`src/rtl/bldc_pkg.sv`:
```
// Shared types, constants and helpers for the BLDC commutation and position control block.
// Used by bldc_ctrl, bldc_datapath and the top level; depends on nothing else.
package bldc_pkg;

    localparam logic [1:0] OP_EDGE   = 2'd0;
    localparam logic [1:0] OP_TICK   = 2'd1;
    localparam logic [1:0] OP_TARGET = 2'd2;

    localparam logic [2:0] REG_ROTOR_ORIGIN = 3'd0;
    localparam logic [2:0] REG_MAX_SPEED    = 3'd1;
    localparam logic [2:0] REG_PROP_GAIN    = 3'd2;
    localparam logic [2:0] REG_DERIV_GAIN   = 3'd3;
    localparam logic [2:0] REG_INTEG_GAIN   = 3'd4;
    localparam logic [2:0] REG_PWM_PERIOD   = 3'd5;

    localparam logic signed [2:0] LEAD_FWD  = 3'sb010;
    localparam logic signed [2:0] LEAD_REV  = 3'sb110;
    localparam logic signed [2:0] LEAD_KICK = 3'sb111;

    localparam logic [5:0] DRIVE_LUT [8] = '{6'h12, 6'h18, 6'h09, 6'h21,
                                             6'h24, 6'h06, 6'h00, 6'h00};
    localparam logic [2:0] ROTOR_LUT [8] = '{3'd7, 3'd5, 3'd3, 3'd4,
                                             3'd1, 3'd0, 3'd2, 3'd7};

    // x/10 = (x * RECIP) >> 35 for any 32-bit unsigned x
    localparam logic [63:0] DIV10_RECIP = 64'h0000_0000_CCCC_CCCD;
    localparam int          DIV10_SHIFT = 35;

    // speed term clamp, +-1000 in 1/256 units
    localparam logic signed [19:0] SPEED_CLAMP = 20'sd256000;

    typedef enum logic [3:0] {
        STEP_NONE,
        STEP_EDGE,
        STEP_MISC,
        STEP_K1,
        STEP_K2,
        STEP_K3,
        STEP_K4,
        STEP_K5,
        STEP_K6,
        STEP_K7,
        STEP_K8,
        STEP_EMIT
    } step_t;

    typedef struct packed {
        logic  load;
        step_t step;
    } bldc_cmd_t;

    typedef struct packed {
        logic [1:0] op;
        logic       out_free;
    } bldc_status_t;

    function automatic logic [5:0] drive_pattern_for(input logic [2:0]        rotor,
                                                     input logic [2:0]        origin,
                                                     input logic signed [2:0] lead);
        logic signed [4:0] s;
        logic [2:0]        idx;
        s = $signed({2'b00, rotor}) - $signed({2'b00, origin}) + 5'(lead) + 5'sd6;
        if (s < 0) begin
            idx = s[2:0];
        end else if (s >= 5'sd12) begin
            idx = 3'(s - 5'sd12);
        end else if (s >= 5'sd6) begin
            idx = 3'(s - 5'sd6);
        end else begin
            idx = s[2:0];
        end
        return DRIVE_LUT[idx];
    endfunction

    function automatic logic signed [31:0] sat32(input logic signed [41:0] v);
        if (v > 42'sd2147483647) begin
            return 32'sh7FFF_FFFF;
        end else if (v < -42'sd2147483648) begin
            return 32'sh8000_0000;
        end
        return v[31:0];
    endfunction

endpackage

```
`src/rtl/bldc_ctrl.sv`:
```
// Sequencer for the BLDC block: accepts a transaction, steps the datapath, emits the result.
// Depends on bldc_pkg for command and status types.
module bldc_ctrl
    import bldc_pkg::*;
(
    input  logic         aclk,
    input  logic         aresetn,
    input  logic         s_valid,
    output logic         s_ready,
    input  bldc_status_t status,
    output bldc_cmd_t    cmd
);

    typedef enum logic [3:0] {
        ST_IDLE,
        ST_DECODE,
        ST_EDGE,
        ST_MISC,
        ST_K1,
        ST_K2,
        ST_K3,
        ST_K4,
        ST_K5,
        ST_K6,
        ST_K7,
        ST_K8,
        ST_EMIT
    } state_t;

    state_t state_reg, state_next;

    assign s_ready = (state_reg == ST_IDLE);

    always_comb begin
        state_next = state_reg;
        cmd.load   = 1'b0;
        cmd.step   = STEP_NONE;
        case (state_reg)
            ST_IDLE: begin
                if (s_valid) begin
                    cmd.load   = 1'b1;
                    state_next = ST_DECODE;
                end
            end
            ST_DECODE: begin
                case (status.op)
                    OP_EDGE: state_next = ST_EDGE;
                    OP_TICK: state_next = ST_K1;
                    default: state_next = ST_MISC;
                endcase
            end
            ST_EDGE: begin
                cmd.step   = STEP_EDGE;
                state_next = ST_EMIT;
            end
            ST_MISC: begin
                cmd.step   = STEP_MISC;
                state_next = ST_EMIT;
            end
            ST_K1: begin cmd.step = STEP_K1; state_next = ST_K2; end
            ST_K2: begin cmd.step = STEP_K2; state_next = ST_K3; end
            ST_K3: begin cmd.step = STEP_K3; state_next = ST_K4; end
            ST_K4: begin cmd.step = STEP_K4; state_next = ST_K5; end
            ST_K5: begin cmd.step = STEP_K5; state_next = ST_K6; end
            ST_K6: begin cmd.step = STEP_K6; state_next = ST_K7; end
            ST_K7: begin cmd.step = STEP_K7; state_next = ST_K8; end
            ST_K8: begin cmd.step = STEP_K8; state_next = ST_EMIT; end
            ST_EMIT: begin
                // hold until the output register is free
                if (status.out_free) begin
                    cmd.step   = STEP_EMIT;
                    state_next = ST_IDLE;
                end
            end
            default: state_next = ST_IDLE;
        endcase
    end

    always_ff @(posedge aclk) begin
        if (!aresetn) begin
            state_reg <= ST_IDLE;
        end else begin
            state_reg <= state_next;
        end
    end

endmodule

```
`config.mk`:
```
export PLATFORM = sky130hd
export DESIGN_NAME = bldc_ctrl
export DESIGN_NICKNAME = d
export VERILOG_FILES = /design/src/rtl/bldc_pkg.sv /design/src/rtl/bldc_ctrl.sv
export SDC_FILE = /design/constraint.sdc
export NUM_CORES = 1
export LEC_CHECK = 0
export BUFFER_PORTS_ARGS = -buffer_cell sky130_fd_sc_hd__buf_2
export CAP_MARGIN = 30
export CORE_AREA = 5 5 42 44
export CTS_CLUSTER_SIZE = 28
export DETAILED_ROUTE_END_ITERATION = 6
export DIE_AREA = 0 0 47 49
export GPL_ROUTABILITY_DRIVEN = 0
export PLACE_DENSITY = 0.49
export SETUP_SLACK_MARGIN = 0.4
export SYNTH_ARGS = -nofsm -noshare
export SYNTH_HDL_FRONTEND = slang
export SYNTH_SLANG_ARGS = --single-unit
export TNS_END_PERCENT = 10
```
`constraint.sdc`:
```
create_clock -name aclk -period 1.6 [get_ports aclk]
set_clock_uncertainty 0.05 [all_clocks]
set_input_delay 0.24 -clock aclk [delete_from_list [all_inputs] [get_ports aclk]]
set_output_delay 0.24 -clock aclk [all_outputs]
set_load 0.05 [all_outputs]
```
---- Word-level counts from Yosys, hierarchy flattened ----
Cells that the tools add are included.
storage, ports and cells
  register bits ........................... 4
  bits in latches ......................... 0
  RAM bits ................................ 0
  bits in read-only memories .............. 0
  input bits .............................. 6
  output and inout port bits .............. 6
  word-level logic and storage cells ...... 28
  memories kept ........................... 0
cells by class
  add/sub/neg operators ................... 0
  multiply operators ...................... 0
  divide/modulo/power cells ............... 0
  $lt $le $gt $ge ......................... 0
  equality and inequality tests ........... 15
  shift-type cells ........................ 0
  muxes and demuxes ....................... 8
  bitwise gates (word level) .............. 0
  reductions and logical operators ........ 4
operator list
  kind                                                                    number
  4-bit case mux with 11 select lines                                     2
  4-bit equality test (second input constant)                             5
  4-bit by 3-bit equality test with 1-bit output (second input constant)  4
  4-bit 2-to-1 mux                                                        3
  4-bit by 2-bit equality test with 1-bit output (second input constant)  2
  3-bit case mux with 2 select lines                                      1
  4-bit by 1-bit equality test with 1-bit output (second input constant)  1
  4-bit zero test                                                         1
  2-bit inequality test (second input constant)                           2
  3-bit OR reduction                                                      1
  2-bit by 1-bit equality test with 1-bit output (second input constant)  1
  2-bit zero test                                                         1
  1-bit 2-to-1 mux                                                        2
  2-bit AND reduction                                                     1

---- Longest topological paths before layout ----
  depth after elaboration ................. 3
  mapped depth ............................ 5
  gate-level depth less buffers ........... 3

---- Least setup slack after synthesis ----
No wires, ideal clock.
  path kind ............................... register to output
  from .................................... register state_reg[2]
  to ...................................... output cmd[4] (netlist bit)
  data arrival time ....................... 2.007 ns
  required time ........................... 1.310 ns
  setup slack ............................. -0.697 ns
  cell stages (with the launch flop) ...... 4
  path buffers ............................ 1
  cell sequence ........................... dfxtp_1 -> buf_6 -> nor4_2 -> and2_1
RTL lines
  item                    line             source
  from (decl)             bldc_ctrl.sv:30  state_t state_reg, state_next;
  from (signal assigned)  bldc_ctrl.sv:83  state_reg <= state_next;
  to (decl)               bldc_ctrl.sv:11  output bldc_cmd_t cmd

==> flow_summary_export.csv <==
group,metric,value,unit
status,status,"completed",
grt,grt_overflow,0,
sta,finalHoldViolations,0,
cells_and_area,layout_commonest_cell,"buf_2",
sta,setup_violations,0,
route,wl_per_cell,12.5,um
grt,track_usage,9.00,%
sta,finalSetupTns,0,ns
cells_and_area,fin_nets,73,
route,ant_nets,0,
route,drt_iter0_markers,11,
route,viasPerCell,5.16,
cells_and_area,area.growth.synth_to_final,45.5,%
worst_setup_path,r2r-start,"state_reg[0]$_SDFFE_PN0P_",
route,post-route-drc-count,0,
logic_synthesis,syn_area,393,um2
cts,htree_levels,1,
worst_setup_path,r2r_slack,0.32,ns
cts,cts_buffers,3,
cts,cts_root_buf,"clkbuf_4",
sta,rsz0062_at_grt,"yes",
cells_and_area,mostFrequentLayoutCells,"6 x buf_2, 5 x nand2b_1, 5 x nand2_1, 5 x buf_6",
cts,cts_tree,"built",
sta,fin_crit_sh,96.9,%
logic_synthesis,synth_cells,51,
worst_setup_path,critPathArrivalTime,1.26,ns
worst_setup_path,path_cells,"nor2_4 -> mux2i_1 -> and2_1 -> buf_6",
sta,slew_viol_final,0,
cts,cts_hold_buf,0,
logic_synthesis,avgSynthCellArea,7.70,um2
worst_setup_path,endpoint_kind,"primary output",
cts,cts_buffer_depth,2,
job,max_cap_viol_count,0,
die,dieArea,2300,um2
die,die_w,47,um
placed_design,hpwl,738,um
sta,period_needed,1.55,ns
placed_design,port-buffer-count,11,
logic_synthesis,synth-seq-area-share,20.4,%
die,initial_core_util,28.0,%
sta,holdWs,0.225,ns
cts,clkTransAtPathRegs,0.04,ns
hold_path,worstHoldEndpoint,"state_reg[3]$_SDFFE_PN0P_",
sta,fin_ws,0.0489,ns
grt,grt_pass1_vias,359,
logic_synthesis,synth_fp_nets,57,
worst_setup_path,worstSetupStartpointType,"register",
worst_setup_path,critPathMaxFanout,5,
worst_setup_path,r2r-end,"state_reg[2]$_SDFFE_PN0P_",
route,wl,1010,um
worst_setup_path,cp_data_required_time,1.31,ns
cells_and_area,nFillCells,150,
logic_synthesis,synth_warnings,0,
die,rows,14,
logic_synthesis,ys_seq_elements,4,
worst_setup_path,path_class,"register to primary output",
placed_design,pre_cts_slack,0.0955,ns
worst_setup_path,slowest_stage,"dfxtp_4",
die,core_region_area,1400,um2
cells_and_area,largest_reg_flops,4,
grt,grt_pass1_wl,1520,um
worst_setup_path,reg2reg_depth,4,
sta,worstMarginPinSlew,0.291,ns
cts,insertion_delay,0.24,ns
cells_and_area,final_util,40.8,%
die,io_pins,12,
hold_path,hp-class,"primary input to register",
logic_synthesis,yosys.cell_types.count,26,
hold_path,hold_depth,2,
route,num_vias,418,
cells_and_area,layout-drive-gt1-share,49.2,%
sta,maxSlewHeadroom,80.3,%
die,die_y,49,um
sta,max_freq,645,MHz
cts,cts_sinks,4,
hold_path,hp-start,"aresetn",
worst_setup_path,critPathMaxStageDelay,0.36,ns
cells_and_area,n_antenna_cell,0,
grt,grt_start_max_net_pins,14,
grt,antenna_found_initial,0,
route,firstDrtPassIters,4,
[layer usage]
metal	track usage, %	routed length, um	vias to the layer above
li1	-	-	213
met1	12.5	448	192
met2	11.5	495	13
met3	4.80	65	0
met4	3.23	0	0
met5	0	0	-
[Yosys cell counts]
master	count	share of area (%)
nand2_1	5	4.8
nand2b_1	5	8.0
a21oi_1	4	5.1
dfxtp_1	4	20
buf_6	3	8.6
nor3_1	3	3.8
a211oi_1	2	3.8
and2_1	2	3.2
inv_1	2	1.9
nor2_1	2	1.9
nor3b_1	2	3.8
nor4b_1	2	4.5
o22ai_1	2	3.2
a21boi_1	1	1.9
a22oi_1	1	1.9
and3b_1	1	2.2
buf_2	1	1.3
buf_4	1	1.9
mux2i_1	1	2.5
nor2_2	1	1.6
nor2b_1	1	1.6
nor4_2	1	3.2
nor4b_2	1	3.8
o21ai_0	1	1.3
o21ai_1	1	1.3
o311a_1	1	2.5
[how the worst max path moves through the flow]
| stage | slack, ns | to | start | cells after the start |
|---|---|---|---|---|
| final | 0.05 | cmd[3] | state_reg[1]$_SDFFE_PN0P_ | 4 |
| after CTS | 0.02 | cmd[4] | state_reg[2]$_SDFFE_PN0P_ | 4 |
| after global routing | -0.03 | cmd[3] | state_reg[1]$_SDFFE_PN0P_ | 4 |
| after detailed placement | 0.1 | cmd[4] | state_reg[2]$_SDFFE_PN0P_ | 4 |
| after floorplan | -0.09 | cmd[4] | state_reg[1]$_SDFFE_PN0P_ | 2 |
| after global placement | 0.09 | cmd[4] | state_reg[2]$_SDFFE_PN0P_ | 4 |
[through the flow]
stage | cells | area [um2]
6_report | 81 | 572
5_1_grt | 81 | 572
4_1_cts | 81 | 536
3_5_place_dp | 78 | 488
3_3_place_gp | 78 | 488
2_1_floorplan | 51 | 422
[final cells by class]
class / count / area (um2) / share of cell area (%)
multi-input cells: 40 / 295 / 51.6
inverters: 2 / 7.51 / 1.31
clock buffers: 3 / 22.5 / 3.94
well taps: 16 / 20.0 / 3.50
repair buffers: 16 / 131 / 23.0
flip-flops and latches: 4 / 95.1 / 16.6
[worst max-delay path: cells and delay by family, from the launching register on]
| family | cells | cell delay, ns |
|---|---|---|
| DFF | 1 | 0.36 |
| and+or+nand+nor | 2 | 0.32 |
| muxes | 1 | 0.19 |
| buffers and inverters | 1 | 0.16 |
[what timing repair did]
action                     in CTS  in global routing
pin swaps                       1                  6
buffers inserted                0                  0
resized for setup               9                 15
setup endpoints to repair       9                  9
[kinds of logic after synthesis]
| group | synth area share, % |
|---|---|
| compound gates | 21.0 |
| buf+inv | 13.7 |
| flops | 20.4 |
| mux | 2.55 |
| simple gates | 42.4 |
Power is left out: the tool's default activity adds up to more than one toggle a clock period on the data nets, which glitch-free logic cannot reach.
